**src/bpr_pkg.sv**
```systemverilog
// ----------------------------------------------------------------------------
// bpr_pkg
// Shared types and constants of the BMP pixel row decoder: stream widths,
// register indexes, depth mode codes and the job record between stages.
// ----------------------------------------------------------------------------
package bpr_pkg;

	// Stream payload widths (whole bytes) and output row and column field widths
	localparam int S_DATA_W   = 48;
	localparam int M_DATA_W   = 56;
	localparam int ROW_OUT_W  = 12;
	localparam int COL_OUT_W  = 12;

	// Configuration port
	localparam int CFG_IDX_W  = 2;
	localparam int CFG_DATA_W = 13;

	localparam logic [CFG_IDX_W-1:0] REG_DEPTH_MODE = 2'd0;
	localparam logic [CFG_IDX_W-1:0] REG_WIDTH      = 2'd1;
	localparam logic [CFG_IDX_W-1:0] REG_HEIGHT     = 2'd2;
	localparam logic [CFG_IDX_W-1:0] REG_TOP_DOWN   = 2'd3;

	// Depth mode codes
	localparam logic [2:0] MODE_1BPP  = 3'd0;
	localparam logic [2:0] MODE_2BPP  = 3'd1;
	localparam logic [2:0] MODE_4BPP  = 3'd2;
	localparam logic [2:0] MODE_8BPP  = 3'd3;
	localparam logic [2:0] MODE_24BPP = 3'd4;
	localparam logic [2:0] MODE_32BPP = 3'd5;

	// Input item kinds
	localparam logic KIND_PALETTE = 1'b0;
	localparam logic KIND_DATA    = 1'b1;

	// Work handed from the position tracker to the pixel expander.
	// color packs blue in [7:0], green [15:8], red [23:16], alpha [31:24].
	typedef struct packed {
		logic        is_write;   // palette entry write
		logic [7:0]  pal_idx;
		logic [31:0] color;      // write data, or the gathered direct pixel
		logic [7:0]  data_byte;
		logic [1:0]  bpp_log;    // log2 of bits per pixel for indexed modes
		logic        direct;     // 24 or 32 bit pixel
		logic [3:0]  count;      // pixels this byte gives, 0 to 8
		logic        img_done;   // final pixel of this job ends the image
	} job_t;

endpackage

```
**src/bpr_track.sv**
```systemverilog
// ----------------------------------------------------------------------------
// bpr_track
// Configuration registers and row position tracking. Takes one file byte or
// palette entry per transfer, works out which pixels it yields and registers a job.
// ----------------------------------------------------------------------------
module bpr_track import bpr_pkg::*; #(
	parameter int MAX_WIDTH  = 4096,
	parameter int MAX_HEIGHT = 4096,
	parameter int COL_W      = $clog2(MAX_WIDTH + 1),
	parameter int ROW_W      = (MAX_HEIGHT > 1) ? $clog2(MAX_HEIGHT) : 1
) (
	input  logic                  clk,
	input  logic                  arst_n,
	input  logic                  s_tvalid,
	output logic                  s_tready,
	input  logic [S_DATA_W-1:0]   s_tdata,
	input  logic [0:0]            s_tuser,
	input  logic                  cfg_valid,
	output logic                  cfg_ready,
	input  logic [CFG_IDX_W-1:0]  cfg_index,
	input  logic [CFG_DATA_W-1:0] cfg_data,
	output job_t                  job,
	output logic                  job_vld,
	output logic [COL_W-1:0]      job_col,
	output logic [ROW_W-1:0]      job_row,
	input  logic                  job_take
);

	localparam int HGT_W = $clog2(MAX_HEIGHT + 1);
	localparam int BYTE_W = $clog2(4 * MAX_WIDTH + 4);
	localparam int DIM_WIDTH = CFG_DATA_W;

	// Configuration registers
	logic [2:0]            mode_q;
	logic [DIM_WIDTH-1:0]  width_q;
	logic [DIM_WIDTH-1:0]  height_q;
	logic                  top_down_q;

	// Position state
	logic [BYTE_W-1:0] byte_in_row_q;
	logic [COL_W-1:0]  col_q;
	logic [HGT_W-1:0]  rows_done_q;
	logic [23:0]       gath_q;
	logic [1:0]        phase_q;

	// Job stage
	job_t              job_s1;
	logic              job_vld_s1;
	logic [COL_W-1:0]  job_col_s1;
	logic [ROW_W-1:0]  job_row_s1;

	// Decode
	logic [31:0]       w32, h32;
	logic [COL_W-1:0]  eff_w;
	logic [HGT_W-1:0]  eff_h;
	logic [1:0]        bpp_log;
	logic              direct, is24, is32;
	logic [BYTE_W-1:0] wb, data_bytes, padded, byte_inc;
	logic              in_data, row_end, last_row, col_ok;
	logic [COL_W-1:0]  rem, new_col;
	logic [3:0]        cnt_full, n_pix;
	logic [1:0]        last_ph, phase_d;
	logic [23:0]       gath_d;
	logic [31:0]       dcolor;
	logic [ROW_W-1:0]  cur_row;
	logic              img_done;
	logic              s_acc;
	logic [7:0]        din;
	job_t              job_d;

	assign cfg_ready = 1'b1;
	assign s_tready  = !job_vld_s1 || job_take;
	assign s_acc     = s_tvalid && s_tready;
	assign din       = s_tdata[47:40];

	// Work out what the current byte yields
	always_comb begin
		w32 = 32'(width_q);
		h32 = 32'(height_q);
		if (w32 == 32'd0)
			eff_w = COL_W'(1);
		else if (w32 > 32'(MAX_WIDTH))
			eff_w = COL_W'(MAX_WIDTH);
		else
			eff_w = COL_W'(width_q);
		if (h32 == 32'd0)
			eff_h = HGT_W'(1);
		else if (h32 > 32'(MAX_HEIGHT))
			eff_h = HGT_W'(MAX_HEIGHT);
		else
			eff_h = HGT_W'(height_q);

		direct  = 1'b0;
		is24    = 1'b0;
		is32    = 1'b0;
		case (mode_q)
			MODE_1BPP:  bpp_log = 2'd0;
			MODE_2BPP:  bpp_log = 2'd1;
			MODE_4BPP:  bpp_log = 2'd2;
			MODE_24BPP: begin
				bpp_log = 2'd3;
				direct  = 1'b1;
				is24    = 1'b1;
			end
			MODE_32BPP: begin
				bpp_log = 2'd3;
				direct  = 1'b1;
				is32    = 1'b1;
			end
			default:    bpp_log = 2'd3;
		endcase

		// Row length in bytes, then padded to four
		wb = BYTE_W'(eff_w);
		if (direct) begin
			data_bytes = is24 ? (wb + (wb << 1)) : (wb << 2);
		end else begin
			case (bpp_log)
				2'd0:    data_bytes = (wb + BYTE_W'(7)) >> 3;
				2'd1:    data_bytes = (wb + BYTE_W'(3)) >> 2;
				2'd2:    data_bytes = (wb + BYTE_W'(1)) >> 1;
				default: data_bytes = wb;
			endcase
		end
		padded   = (data_bytes + BYTE_W'(3)) & ~BYTE_W'(3);
		in_data  = byte_in_row_q < data_bytes;
		byte_inc = byte_in_row_q + BYTE_W'(1);
		row_end  = byte_inc >= padded;

		last_row = rows_done_q == (eff_h - HGT_W'(1));
		cur_row  = top_down_q ? ROW_W'(rows_done_q)
		                      : ROW_W'(eff_h - HGT_W'(1) - rows_done_q);

		col_ok   = col_q < eff_w;
		rem      = eff_w - col_q;
		cnt_full = 4'd8 >> bpp_log;
		last_ph  = is24 ? 2'd2 : 2'd3;

		n_pix   = 4'd0;
		gath_d  = gath_q;
		phase_d = phase_q;
		dcolor  = 32'd0;
		if (in_data) begin
			if (!direct) begin
				// Indexed pixels: cut at the image width
				if (col_ok)
					n_pix = (rem < COL_W'(cnt_full)) ? 4'(rem) : cnt_full;
			end else if (phase_q < last_ph) begin
				// Gather blue and green, and red as well for 32 bit pixels
				case (phase_q)
					2'd0:    gath_d[7:0]   = din;
					2'd1:    gath_d[15:8]  = din;
					default: gath_d[23:16] = din;
				endcase
				phase_d = phase_q + 2'd1;
			end else begin
				dcolor = {is32 ? din : 8'd0, is24 ? din : gath_q[23:16], gath_q[15:0]};
				n_pix   = col_ok ? 4'd1 : 4'd0;
				gath_d  = 24'd0;
				phase_d = 2'd0;
			end
		end
		new_col  = col_q + COL_W'(n_pix);
		img_done = last_row && (new_col == eff_w) && (n_pix != 4'd0);

		job_d.is_write  = (s_tuser[0] == KIND_PALETTE);
		job_d.pal_idx   = s_tdata[7:0];
		job_d.color     = (s_tuser[0] == KIND_PALETTE) ? s_tdata[39:8] : dcolor;
		job_d.data_byte = din;
		job_d.bpp_log   = bpp_log;
		job_d.direct    = direct;
		job_d.count     = (s_tuser[0] == KIND_PALETTE) ? 4'd0 : n_pix;
		job_d.img_done  = img_done;
	end

	// Hold configuration and stream position
	always_ff @(posedge clk or negedge arst_n) begin
		if (!arst_n) begin
			mode_q        <= MODE_8BPP;
			width_q       <= DIM_WIDTH'(1);
			height_q      <= DIM_WIDTH'(1);
			top_down_q    <= 1'b0;
			byte_in_row_q <= '0;
			col_q         <= '0;
			rows_done_q   <= '0;
			gath_q        <= '0;
			phase_q       <= '0;
			job_vld_s1    <= 1'b0;
		end else begin
			if (cfg_valid) begin
				// Any register write restarts the image
				case (cfg_index)
					REG_DEPTH_MODE: mode_q     <= cfg_data[2:0];
					REG_WIDTH:      width_q    <= cfg_data;
					REG_HEIGHT:     height_q   <= cfg_data;
					REG_TOP_DOWN:   top_down_q <= cfg_data[0];
					default:        mode_q     <= mode_q;
				endcase
				byte_in_row_q <= '0;
				col_q         <= '0;
				rows_done_q   <= '0;
				gath_q        <= '0;
				phase_q       <= '0;
			end else if (s_acc && s_tuser[0] == KIND_DATA) begin
				if (row_end) begin
					byte_in_row_q <= '0;
					col_q         <= '0;
					gath_q        <= '0;
					phase_q       <= '0;
					if (last_row)
						rows_done_q <= '0;
					else
						rows_done_q <= rows_done_q + HGT_W'(1);
				end else begin
					byte_in_row_q <= byte_inc;
					col_q         <= new_col;
					gath_q        <= gath_d;
					phase_q       <= phase_d;
				end
			end

			if (s_acc)
				job_vld_s1 <= 1'b1;
			else if (job_take)
				job_vld_s1 <= 1'b0;
		end
	end

	// Load the job payload
	always_ff @(posedge clk) begin
		if (s_acc) begin
			job_s1     <= job_d;
			job_col_s1 <= col_q;
			job_row_s1 <= cur_row;
		end
	end

	assign job     = job_s1;
	assign job_vld = job_vld_s1;
	assign job_col = job_col_s1;
	assign job_row = job_row_s1;

endmodule

```
**config.mk**
```make
export PLATFORM = sky130hd
export DESIGN_NAME = bpr_track
export DESIGN_NICKNAME = d
export VERILOG_FILES = /design/src/bpr_pkg.sv /design/src/bpr_track.sv
export SDC_FILE = /design/constraint.sdc
export NUM_CORES = 1
export LEC_CHECK = 0
export BUFFER_PORTS_ARGS = -buffer_cell sky130_fd_sc_hd__buf_2
export CAP_MARGIN = 20
export CORE_ASPECT_RATIO = 0.9
export CORE_MARGIN = 3
export CORE_UTILIZATION = 34
export CTS_CLUSTER_DIAMETER = 200
export DETAILED_ROUTE_END_ITERATION = 8
export HOLD_SLACK_MARGIN = 0.15
export SKIP_LAST_GASP = 1
export SLEW_MARGIN = 0
export SYNTH_ARGS = -nofsm -noshare
export SYNTH_HDL_FRONTEND = slang
export SYNTH_SLANG_ARGS = --single-unit
```
**constraint.sdc**
```tcl
create_clock -name clk -period 7.3 [get_ports clk]
set_input_delay 0.365 -clock clk [delete_from_list [all_inputs] [get_ports clk]]
set_output_delay 0.365 -clock clk [all_outputs]
set_load 0.01 [all_outputs]
```
==> out/qor.txt, run 1 <==
outcome = finished clean
Die Wd = 209 µm
fmax = 146 MHz
Clock Latency Late Sink = 0.45 ns
Comb pwr share = 47.3%
synthesized netlist net count = 1464
Overall Global Routing Usage = 20.1%
worst flop-to-flop path endpoint = job[0]$_DFFE_PP_
PortBufs = 152
async set-reset flop share out of synthesis = 54.4%
Total Wirelength = 39900 µm
crit path from = width_q[2]$_DFFE_PN0P_
Power Total = 0.00458 W
count of final setup violators = 0
power density cells = 300 nW/µm²
row count = 66
Critical Path Start Type = flop
fin util = 41.9%
slowest cell on the critical path = or4_4
share of cells above drive strength 1 = 24.9%
placed cells = 1956
Slew Viols, Final = 0
max incr delay on CP = 0.58 ns
Post-Synthesis Cells = 1320
Vias/cell = 5.43
antenna cell count = 0
Syn. warnings = 0
die height = 188 µm
Final nets = 1666
drc violations = 0
Synth Flop Type = dfrtp_1
number of flops mapped to enable cells by yosys = 82
via count = 10900
Max-Slew Margin vs Limit = 48.9%
buffer type at the clock tree root = clkbuf_16
Crit. End Element = flop
Min Clock Period, post-route = 6.86 ns
internal power = 0.00269 W
wire length per cell = 19.9 µm
Starting Density = 34.6%
CP Data Arrival Time = 7.18 ns
Tcrit/Tclk final = 93.9%
crit path capture = job[0]$_DFFE_PP_
Critical R2R Launch = width_q[2]$_DFFE_PN0P_
switching power = 0.00189 W
VDD IR max = 0.183 mV
DP Area = 14200 µm²
dpl hpwl = 30500 µm
final cell count without fillers = 2011
Hold Path Cell Cnt = 2
most frequent cells in the layout = buf_2 (151), nand2_1 (122), o21ai_0 (108), dfrtp_1 (93), edfxtp_1 (82)
gr ovfl total = 0
crit path max fanout = 8
H-tree Lvls = 4
clk_skew = 0.0161 ns
post-route antenna net violation count = 0
Hold Path Class = input port to flop
largest net degree at the start of global routing = 53
hold_ws = 0.166 ns
gpl congestion = 0.943
final instance area = 15200 µm²
Syn Area/Cell = 9.53 µm²
vias in the first global route = 10700
CP dominant cell by count = a21oi_1
most common cell after layout, fill and taps aside = buf_2
Post-Syn Area = 12600 µm²
critical path required time = 7.62 ns
maxcap violations = 0
Detailed Routing Iterations Pass 1 = 5
reg-to-reg slack, setup = 0.44 ns
clock tree buffer depth = 2
initial antenna violation count = 0
DIE AREA = 39300 µm²
CTS tree = built
Reg2Reg Depth = 31
initial DRC count = 830
register share of total power = 31.2%
Seq cells post-synth = 180
first-pass GRT wire length = 62100 µm
core area = 36300 µm²
CTS Sinks = 180
final hold violations = 0
Leak Pwr = 6.47 nW
IO Count = 154
Crit Path Class = flop to flop
Slew @ Worst Pin = 0.758 ns
Num CTS Buffers = 17
Area Overhead vs Synth = 21.1%
Unique masters post-synth = 96
Clk pwr share = 21.5%
post-synthesis sequential area ratio = 39.1%
Worst-path clk slew = 0.08 ns
switching fraction of total power = 41.2%
[cell families (layout without fill, tap and decap cells)]
family | after synthesis | after routing | synth area share (%)
xor gates and xnor gates | 96 | 96 | 6.69
and+or+nand+nor | 421 | 421 | 17.3
AOI/OAI and AO/OA | 346 | 346 | 18.3
other | 1 | 1 | 0.0298
muxes | 72 | 72 | 6.74
DFF | 180 | 180 | 39.1
buffers and inverters | 128 | 343 | 4.10
adders and majority gates | 76 | 76 | 7.72
[Yosys cell counts (all sizes together) (13+ instances only)]
library cell / instances / area, µm²
a21o: 18 / 135
a21oi: 65 / 325
a22o: 24 / 210
and3: 15 / 93.8
buf: 23 / 120
clkbuf: 41 / 155
dfrtp: 94 / 2350
edfxtp: 82 / 2460
ha: 72 / 901
inv: 62 / 233
mux2: 54 / 668
mux2i: 18 / 180
nand2: 122 / 458
nand2b: 22 / 138
nand3: 33 / 165
nand4: 13 / 87.6
nor2: 88 / 345
nor2b: 27 / 169
nor3: 39 / 210
nor4: 13 / 141
o21ai: 120 / 612
o31ai: 16 / 120
xnor2: 68 / 596
xor2: 28 / 245
[per-stage QoR]
stage          setup slack [ns]  TNS, ns
3_3_place_gp             0.0899        0
2_1_floorplan             0.235        0
3_5_place_dp             -0.176   -0.176
5_1_grt                 -0.0216  -0.0216
6_report                  0.444        0
4_1_cts                  0.0292        0
[critical path: cells and delay by family, from the launching register on]
| kind | cells | cell delay (ns) |
|---|---|---|
| buf+inv | 1 | 0.21 |
| simple gates | 7 | 1.91 |
| flops | 1 | 0.42 |
| compound gates | 17 | 2.89 |
| xor+xnor | 2 | 0.27 |
| fa+ha+maj | 4 | 1.00 |
[sequential cells by signal, indices dropped and copies added (netlist names)]
name / cells
rows_done_q: 13
mode_q: 3
phase_q: 2
col_q: 13
job_vld: 1
height_q: 13
job_row: 12
byte_in_row_q: 15
gath_q: 24
job: 57
top_down_q: 1
width_q: 13
job_col: 13
[metal layers]
metal / global-route usage [%] / routed length (µm)
met5: 0 / 0
met4: 5.61 / 911
met3: 4.68 / 2700
met2: 32.4 / 18400
met1: 27.1 / 18000
[worst min path at each step]
stage | to | from | slack [ns]
floorplan | byte_in_row_q[0]$_DFFE_PN0P_ | arst_n | 0.07
global placement | col_q[4]$_DFFE_PN0P_ | arst_n | 0.45
detailed placement | col_q[4]$_DFFE_PN0P_ | arst_n | 0.47
CTS | height_q[7]$_DFFE_PN0P_ | cfg_data[7] | 0.15
global route | job[13]$_DFFE_PP_ | s_tdata[45] | 0.16
finish | height_q[7]$_DFFE_PN0P_ | cfg_data[7] | 0.17
[final cells by class]
| cell class | instances | area (µm²) |
|---|---|---|
| inverters | 64 | 240 |
| clock buffers | 17 | 425 |
| fillers | 3524 | 21100 |
| clock inverters | 15 | 204 |
| multi-input cells | 1012 | 7310 |
| well taps | 476 | 596 |
| flip-flops and latches | 180 | 4920 |
| repair buffers | 247 | 1540 |
[power groups by stage]
stage               logic, W  clock network, W  registers (W)
finish               0.00217          0.000983        0.00143
global route         0.00238           0.00105        0.00146
CTS                  0.00210           0.00101        0.00143
detailed placement   0.00208                 0        0.00145
global placement     0.00206                 0        0.00144
floorplan            0.00145                 0        0.00140
[repair_timing]
action | 4_1_cts | 5_1_grt
hold endpoints to repair | 62 | 0
setup buffers | 0 | 6
pin swaps | 0 | 11
resized for setup | 3 | 36
hold buffers | 16 | 0
endpoints found under the setup margin | 1 | 6
No activity file was read; power rests on OpenSTA's default activity.
==> run 2, diff against run 1 <==
--- a/config.mk
+++ b/config.mk
@@ -7,12 +7,15 @@
 export LEC_CHECK = 0
 export BUFFER_PORTS_ARGS = -buffer_cell sky130_fd_sc_hd__buf_2
 export CAP_MARGIN = 20
+export CELL_PAD_IN_SITES_DETAIL_PLACEMENT = 0
+export CELL_PAD_IN_SITES_GLOBAL_PLACEMENT = 1
 export CORE_ASPECT_RATIO = 0.9
 export CORE_MARGIN = 3
 export CORE_UTILIZATION = 34
 export CTS_CLUSTER_DIAMETER = 200
 export DETAILED_ROUTE_END_ITERATION = 8
 export HOLD_SLACK_MARGIN = 0.15
+export PLACE_DENSITY_LB_ADDON = 0.1
 export SKIP_LAST_GASP = 1
 export SLEW_MARGIN = 0
 export SYNTH_ARGS = -nofsm -noshare
==> run 2 against run 1 <==
Non-clock buffer count fell by 9. Register-to-register slack got worse by 0.08 ns. Global-route usage grew 0.59 points. Wire length is 1.8% higher. Critical endpoint unchanged. First-iteration DRC count fell by 17%. Cell area shrank 0.83%. Largest power group unchanged. Clock power down 4.1%. Cell count fell by 0.45%. Largest cell class unchanged.
==> out/qor.txt, run 2 (synthesis results as in run 1) <==
CP Data Arrival Time = 7.27 ns (was 7.18 ns)
Worst-path clk slew = 0.08 ns (about the same)
Detailed Routing Iterations Pass 1 = 5 (unchanged)
Crit. End Element = flop (unchanged)
CTS Sinks = 180 (unchanged)
first-pass GRT wire length = 63300 µm (was 62100 µm)
dpl hpwl = 31400 µm (was 30500 µm)
crit path max fanout = 5 (was 8)
initial DRC count = 693 (was 830)
Vias/cell = 5.37 (was 5.43)
Tcrit/Tclk final = 95.0% (was 93.9%)
PortBufs = 152 (unchanged)
maxcap violations = 0 (unchanged)
Total Wirelength = 40700 µm (was 39900 µm)
Area Overhead vs Synth = 20.1% (was 21.1%)
largest net degree at the start of global routing = 62 (was 53)
die height = 188 µm (unchanged)
setup slack after layout = 0.365 ns (was 0.444 ns)
most common cell after layout, fill and taps aside = buf_2 (unchanged)
DIE AREA = 39300 µm² (unchanged)
IO Count = 154 (unchanged)
power density cells = 296 nW/µm² (was 300 nW/µm²)
max FFs per register = 57 (unchanged)
critical path required time = 7.63 ns (was 7.62 ns)
post-place setup slack = 0.0381 ns (was -0.176 ns)
gr ovfl total = 0 (unchanged)
Critical Path Start Type = flop (unchanged)
crit path from = width_q[7]$_DFFE_PN0P_ (was width_q[2]$_DFFE_PN0P_)
Die Wd = 209 µm (unchanged)
via count = 10700 (was 10900)
count of final setup violators = 0 (unchanged)
Max-Slew Margin vs Limit = 37.1% (was 48.9%)
Overall Global Routing Usage = 20.7% (was 20.1%)
most frequent cells in the layout = buf_2 (151), nand2_1 (122), o21ai_0 (109), dfrtp_1 (93), nor2_1 (83) (was buf_2 (151), nand2_1 (122), o21ai_0 (108), dfrtp_1 (93), edfxtp_1 (82))
hold_sp = cfg_data[5] (was cfg_data[7])
Crit Path Class = flop to flop (unchanged)
Clock Latency Late Sink = 0.46 ns (was 0.45 ns)
Critical R2R Launch = width_q[7]$_DFFE_PN0P_ (was width_q[2]$_DFFE_PN0P_)
Reg2Reg Depth = 35 (was 31)
share of cells above drive strength 1 = 23.7% (was 24.9%)
DP Area = 14200 µm² (about the same)
gpl congestion = 0.882 (was 0.943)
Power Total = 0.00448 W (was 0.00458 W)
buffer type at the clock tree root = clkbuf_16 (unchanged)
Hold Path Cell Cnt = 2 (unchanged)
core area = 36300 µm² (unchanged)
drc violations = 0 (unchanged)
reg-to-reg slack, setup = 0.36 ns (was 0.44 ns)
Hold Path Class = input port to flop (unchanged)
H-tree Lvls = 4 (unchanged)
final instance area = 15100 µm² (was 15200 µm²)
Num CTS Buffers = 17 (unchanged)
final hold violations = 0 (unchanged)
post-route antenna net violation count = 0 (unchanged)
Min Clock Period, post-route = 6.94 ns (was 6.86 ns)
slowest cell on the critical path = or4_4 (unchanged)
outcome = finished clean (unchanged)
clk_skew = 0.0125 ns (was 0.0161 ns)
vias in the first global route = 10500 (was 10700)
CTS tree = built (unchanged)
Starting Density = 34.6% (unchanged)
VDD IR max = 0.146 mV (was 0.183 mV)
wire length per cell = 20.3 µm (was 19.9 µm)
initial antenna violation count = 0 (unchanged)
clock tree buffer depth = 2 (unchanged)
Slew @ Worst Pin = 0.940 ns (was 0.758 ns)
fmax = 144 MHz (was 146 MHz)
max incr delay on CP = 0.56 ns (was 0.58 ns)
Leak Pwr = 6.42 nW (was 6.47 nW)
Final nets = 1657 (was 1666)
row count = 66 (unchanged)
CP dominant cell by count = a21oi_1 (unchanged)
Slew Viols, Final = 0 (unchanged)
antenna cell count = 0 (unchanged)
final setup TNS = 0 ns (unchanged)
-- run 2: changes by cell type in the layout (fill, tap and decap cells not counted), sizes merged --
cell,previous run,this run
buf,231,218
bufinv,1,0
clkbuf,17,19
clkinv,7,6
clkinvlp,1,0
dlygate4sd3,16,20
inv,70,71
-- run 2: power by group --
group | leakage, nW | total, W | internal (W) | switching, W
sequential | 2.05 | 0.00143 | 0.00126 | 0.000168
combinational | 4.07 | 0.00211 | 0.000900 | 0.00121
clock | 0.301 | 0.000943 | 0.000494 | 0.000449
total | 6.42 | 0.00448 | 0.00265 | 0.00182
-- run 2: final cells by class --
| cell class | count | area, µm² |
|---|---|---|
| Multi-Input combinational cell | 1012 | 7260 |
| Clock inverter | 13 | 125 |
| Sequential cell | 180 | 4920 |
| Fill cell | 3700 | 21200 |
| Tap cell | 476 | 596 |
| Clock buffer | 19 | 475 |
| Inverter | 64 | 240 |
| Timing Repair Buffer | 238 | 1490 |
-- run 2: critical path: cells and delay by family (launching register included) --
kind,cells,cell delay [ns]
xor gates and xnor gates,2,0.23
AOI/OAI and AO/OA,18,3.09
DFF,1,0.41
adders and majority gates,5,1.08
and+or+nand+nor,8,1.83
buffers and inverters,2,0.17
-- run 2: worst paths after layout --
kind,end
min reg2reg,gath_q[5]$_DFFE_PN0P_
max,job[0]$_DFFE_PP_
min,width_q[5]$_DFFE_PN0P_
max in group asynchronous,width_q[12]$_DFFE_PN0P_
max reg2reg,job[0]$_DFFE_PP_
min in group asynchronous,gath_q[14]$_DFFE_PN0P_
-- run 2: timing repair --
item	in CTS	in global routing
hold buffers	20	0
endpoints found under the hold margin	59	0
setup buffers	0	5
pin swaps	0	8
gates resized for setup	2	26
endpoints found under the setup margin	1	4
-- run 2: routing by layer --
metal  part of all wire [%]  vias to the layer above  wire length (µm)  GRT usage [%]
met5                      0                        -                 0              0
met4                    1.4                        0               558           4.66
met3                    5.1                       35              2060           4.44
met2                     46                      246             18900           33.1
met1                     47                     5239             19200           28.8
li1                       -                     5221                 -              -
-- run 2: metrics by stage --
step | hold slack [ns] | instances | utilization (%)
finish | 0.177 | 2002 | 41.6
global route | 0.163 | 2002 | 41.6
CTS | 0.151 | 1997 | 41.2
detailed placement | 0.405 | 1945 | 39.0
global placement | 0.407 | 1944 | 38.9
floorplan | 0.0694 | 1320 | -
==> run 3, diff against run 2 <==
--- a/config.mk
+++ b/config.mk
@@ -5,6 +5,7 @@
 export SDC_FILE = /design/constraint.sdc
 export NUM_CORES = 1
 export LEC_CHECK = 0
+export ABC_AREA = 1
 export BUFFER_PORTS_ARGS = -buffer_cell sky130_fd_sc_hd__buf_2
 export CAP_MARGIN = 20
 export CELL_PAD_IN_SITES_DETAIL_PLACEMENT = 0
==> run 3 against run 2 <==
Sequential power is 5% lower. Sequential share of layout area rose by 0.31 points. Area after synthesis grew 2.0%. Clock-buffer cell count fell by 2. Via count rose by 8.6%. Total power is 8.0% lower. Non-clock buffer count is 46 lower. Wire length decreased by 0.57%. Register-to-register slack improved by 0.28 ns. Die area increased by 2.0%. Utilization shrank 0.77 points. First-iteration DRC count up 28%. Largest cell class unchanged. Largest power group unchanged.
==> out/qor.txt, run 3 <==
Hold Path Class = input port to flop (unchanged)
switching power = 0.00177 W (was 0.00182 W)
crit path max fanout = 11 (was 5)
Min Clock Period, post-route = 6.65 ns (was 6.94 ns)
max FFs per register = 57 (unchanged)
CTS tree = built (unchanged)
Synth Flop Type = dfrtp_1 (unchanged)
IO Count = 154 (unchanged)
critical path required time = 7.51 ns (was 7.63 ns)
switching fraction of total power = 43.0% (was 40.7%)
DIE AREA = 40100 µm² (was 39300 µm²)
internal power = 0.00235 W (was 0.00265 W)
final hold violations = 0 (unchanged)
gr ovfl total = 0 (unchanged)
Starting Density = 35.0% (was 34.6%)
Detailed Routing Iterations Pass 1 = 5 (unchanged)
buffer type at the clock tree root = clkbuf_16 (unchanged)
drc violations = 0 (unchanged)
Num CTS Buffers = 17 (unchanged)
async set-reset flop share out of synthesis = 54.4% (unchanged)
count of final setup violators = 0 (unchanged)
clk_skew = 0.0124 ns (was 0.0125 ns)
Slew @ Worst Pin = 1.01 ns (was 0.940 ns)
Crit Path Class = flop to flop (unchanged)
slowest cell on the critical path = dfrtp_1 (was or4_4)
PortBufs = 152 (unchanged)
Post-Synthesis Cells = 1665 (was 1320)
Tcrit/Tclk final = 91.1% (was 95.0%)
Critical Path Start Type = flop (unchanged)
initial DRC count = 888 (was 693)
via count = 11700 (was 10700)
initial antenna violation count = 0 (unchanged)
Max-Slew Margin vs Limit = 32.4% (was 37.1%)
maxcap violations = 0 (unchanged)
top post-synthesis cells by area = edfxtp_1 (19%), dfrtp_1 (18%), nand2_1 (12%) (was edfxtp_1 (20%), dfrtp_1 (19%), ha_1 (7.2%))
first-pass GRT wire length = 62600 µm (was 63300 µm)
gpl congestion = 0.924 (was 0.882)
core area = 36700 µm² (was 36300 µm²)
Area Overhead vs Synth = 16.6% (was 20.1%)
CP Data Arrival Time = 6.87 ns (was 7.27 ns)
Seq cells post-synth = 180 (unchanged)
vias in the first global route = 11100 (was 10500)
reg-to-reg slack, setup = 0.65 ns (was 0.36 ns)
most instantiated cells after synthesis = nand2_1 (410), inv_1 (194), o21ai_0 (137) (was nand2_1 (122), o21ai_0 (112), dfrtp_1 (94))
largest net degree at the start of global routing = 71 (was 62)
synthesized netlist net count = 1809 (was 1464)
dpl hpwl = 31400 µm (about the same)
most numerous cell in the Yosys netlist = nand2_1 (unchanged)
Clock Latency Late Sink = 0.45 ns (was 0.46 ns)
Slew Viols, Final = 0 (unchanged)
fmax = 150 MHz (was 144 MHz)
outcome = finished clean (unchanged)
post-synthesis sequential area ratio = 38.3% (was 39.1%)
CTS Sinks = 180 (unchanged)
row count = 66 (unchanged)
VDD IR max = 0.156 mV (was 0.146 mV)
Overall Global Routing Usage = 19.9% (was 20.7%)
Syn Area/Cell = 7.71 µm² (was 9.53 µm²)
Clk pwr share = 22.4% (was 21.1%)
register share of total power = 33.0% (was 31.9%)
DP Area = 14100 µm² (was 14200 µm²)
Total Wirelength = 40400 µm (was 40700 µm)
most common cell after layout, fill and taps aside = nand2_1 (was buf_2)
clock tree buffer depth = 2 (unchanged)
final setup TNS = 0 ns (unchanged)
die height = 190 µm (was 188 µm)
Power Total = 0.00412 W (was 0.00448 W)
Final nets = 1979 (was 1657)
number of flops mapped to enable cells by yosys = 82 (unchanged)
wire length per cell = 17.4 µm (was 20.3 µm)
max incr delay on CP = 0.44 ns (was 0.56 ns)
Vias/cell = 5.02 (was 5.37)
Crit. End Element = flop (unchanged)
Syn. warnings = 0 (unchanged)
dominant cell type by area after synthesis = edfxtp_1 (unchanged)
power density cells = 275 nW/µm² (was 296 nW/µm²)
Die Wd = 211 µm (was 209 µm)
most frequent cells in the layout = nand2_1 (410), inv_1 (194), buf_2 (151), o21ai_0 (137), nand3_1 (128) (was buf_2 (151), nand2_1 (122), o21ai_0 (109), dfrtp_1 (93), nor2_1 (83))
antenna cell count = 0 (unchanged)
Worst-path clk slew = 0.08 ns (about the same)
Comb pwr share = 44.6% (was 47.0%)
RSZ-0062 raised after global routing = false
H-tree Lvls = 4 (unchanged)
final instance area = 15000 µm² (was 15100 µm²)
fin util = 40.8% (was 41.6%)
share of the synthesized area in the top cell type = 19.2% (was 19.6%)
Unique masters post-synth = 66 (was 96)
Post-Syn Area = 12800 µm² (was 12600 µm²)
share of cells above drive strength 1 = 16.9% (was 23.7%)
Leak Pwr = 7.11 nW (was 6.42 nW)
post-route antenna net violation count = 0 (unchanged)
-- run 3: path summary, 6_finish.rpt --
check,startpoint,endpoint,cells after the start
worst min-delay path,cfg_data[9],width_q[9]$_DFFE_PN0P_,3
max in group asynchronous,arst_n,byte_in_row_q[11]$_DFFE_PN0P_,3
min in group asynchronous,arst_n,height_q[6]$_DFFE_PN0P_,2
worst max register to register,width_q[1]$_DFFE_PN0P_,job[0]$_DFFE_PP_,44
worst min register to register,col_q[6]$_DFFE_PN0P_,job_col[6]$_DFFE_PP_,0
worst max-delay path,width_q[1]$_DFFE_PN0P_,job[0]$_DFFE_PP_,44
-- run 3: per-layer routing --
metal | vias to the layer above | share of wire [%] | track usage, %
met3 | 28 | 5.2 | 3.26
li1 | 5948 | - | -
met4 | 0 | 1.3 | 4.28
met2 | 301 | 43 | 30.2
met5 | - | 0 | 0
met1 | 5392 | 50 | 29.9
-- run 3: worst max-delay path: cells and delay by family (launching register included) --
family	cells	cell delay (ns)
buf+inv	5	0.58
fa+ha+maj	4	0.95
compound gates	7	1.28
flops	1	0.44
xor+xnor	1	0.30
simple gates	27	2.87
-- run 3: power groups by stage --
stage | registers, W | logic [W] | clock network [W]
2_1_floorplan | 0.00136 | 0.00131 | 0
3_3_place_gp | 0.00138 | 0.00182 | 0
3_5_place_dp | 0.00138 | 0.00181 | 0
4_1_cts | 0.00136 | 0.00183 | 0.000953
5_1_grt | 0.00138 | 0.00208 | 0.000994
6_report | 0.00136 | 0.00184 | 0.000922
-- run 3: logic make-up (layout without fill, tap and decap cells) --
family	after synthesis	count (layout)	share of synthesized area, %
compound gates	287	287	12.7
xor+xnor	55	55	3.75
fa+ha+maj	75	75	7.49
buf+inv	256	439	7.97
flops	180	180	38.3
other cells	1	1	0.0292
simple gates	811	811	29.8
-- run 3: what timing repair did --
action                     in CTS  in global routing
resized for setup               0                  9
hold endpoints to repair       41                  0
hold buffers                   18                  0
setup endpoints to repair       0                  1
setup buffers                   0                  3
-- run 3: through the flow --
| step | std cells | hold slack [ns] | setup slack [ns] |
|---|---|---|---|
| floorplan | 1665 | 0.0694 | 1.27 |
| global placement | 2271 | 0.330 | 0.503 |
| global route | 2324 | 0.186 | 0.00503 |
| detailed placement | 2271 | 0.331 | 0.416 |
| CTS | 2321 | 0.173 | 0.365 |
| finish | 2324 | 0.191 | 0.649 |
-- run 3: area by class of cell --
class	instances	area [µm²]
Tap cell	476	596
Sequential cell	180	4920
Clock inverter	15	149
Inverter	215	831
Multi-Input combinational cell	1229	6930
Timing Repair Buffer	192	1110
Fill cell	3878	21700
Clock buffer	17	425
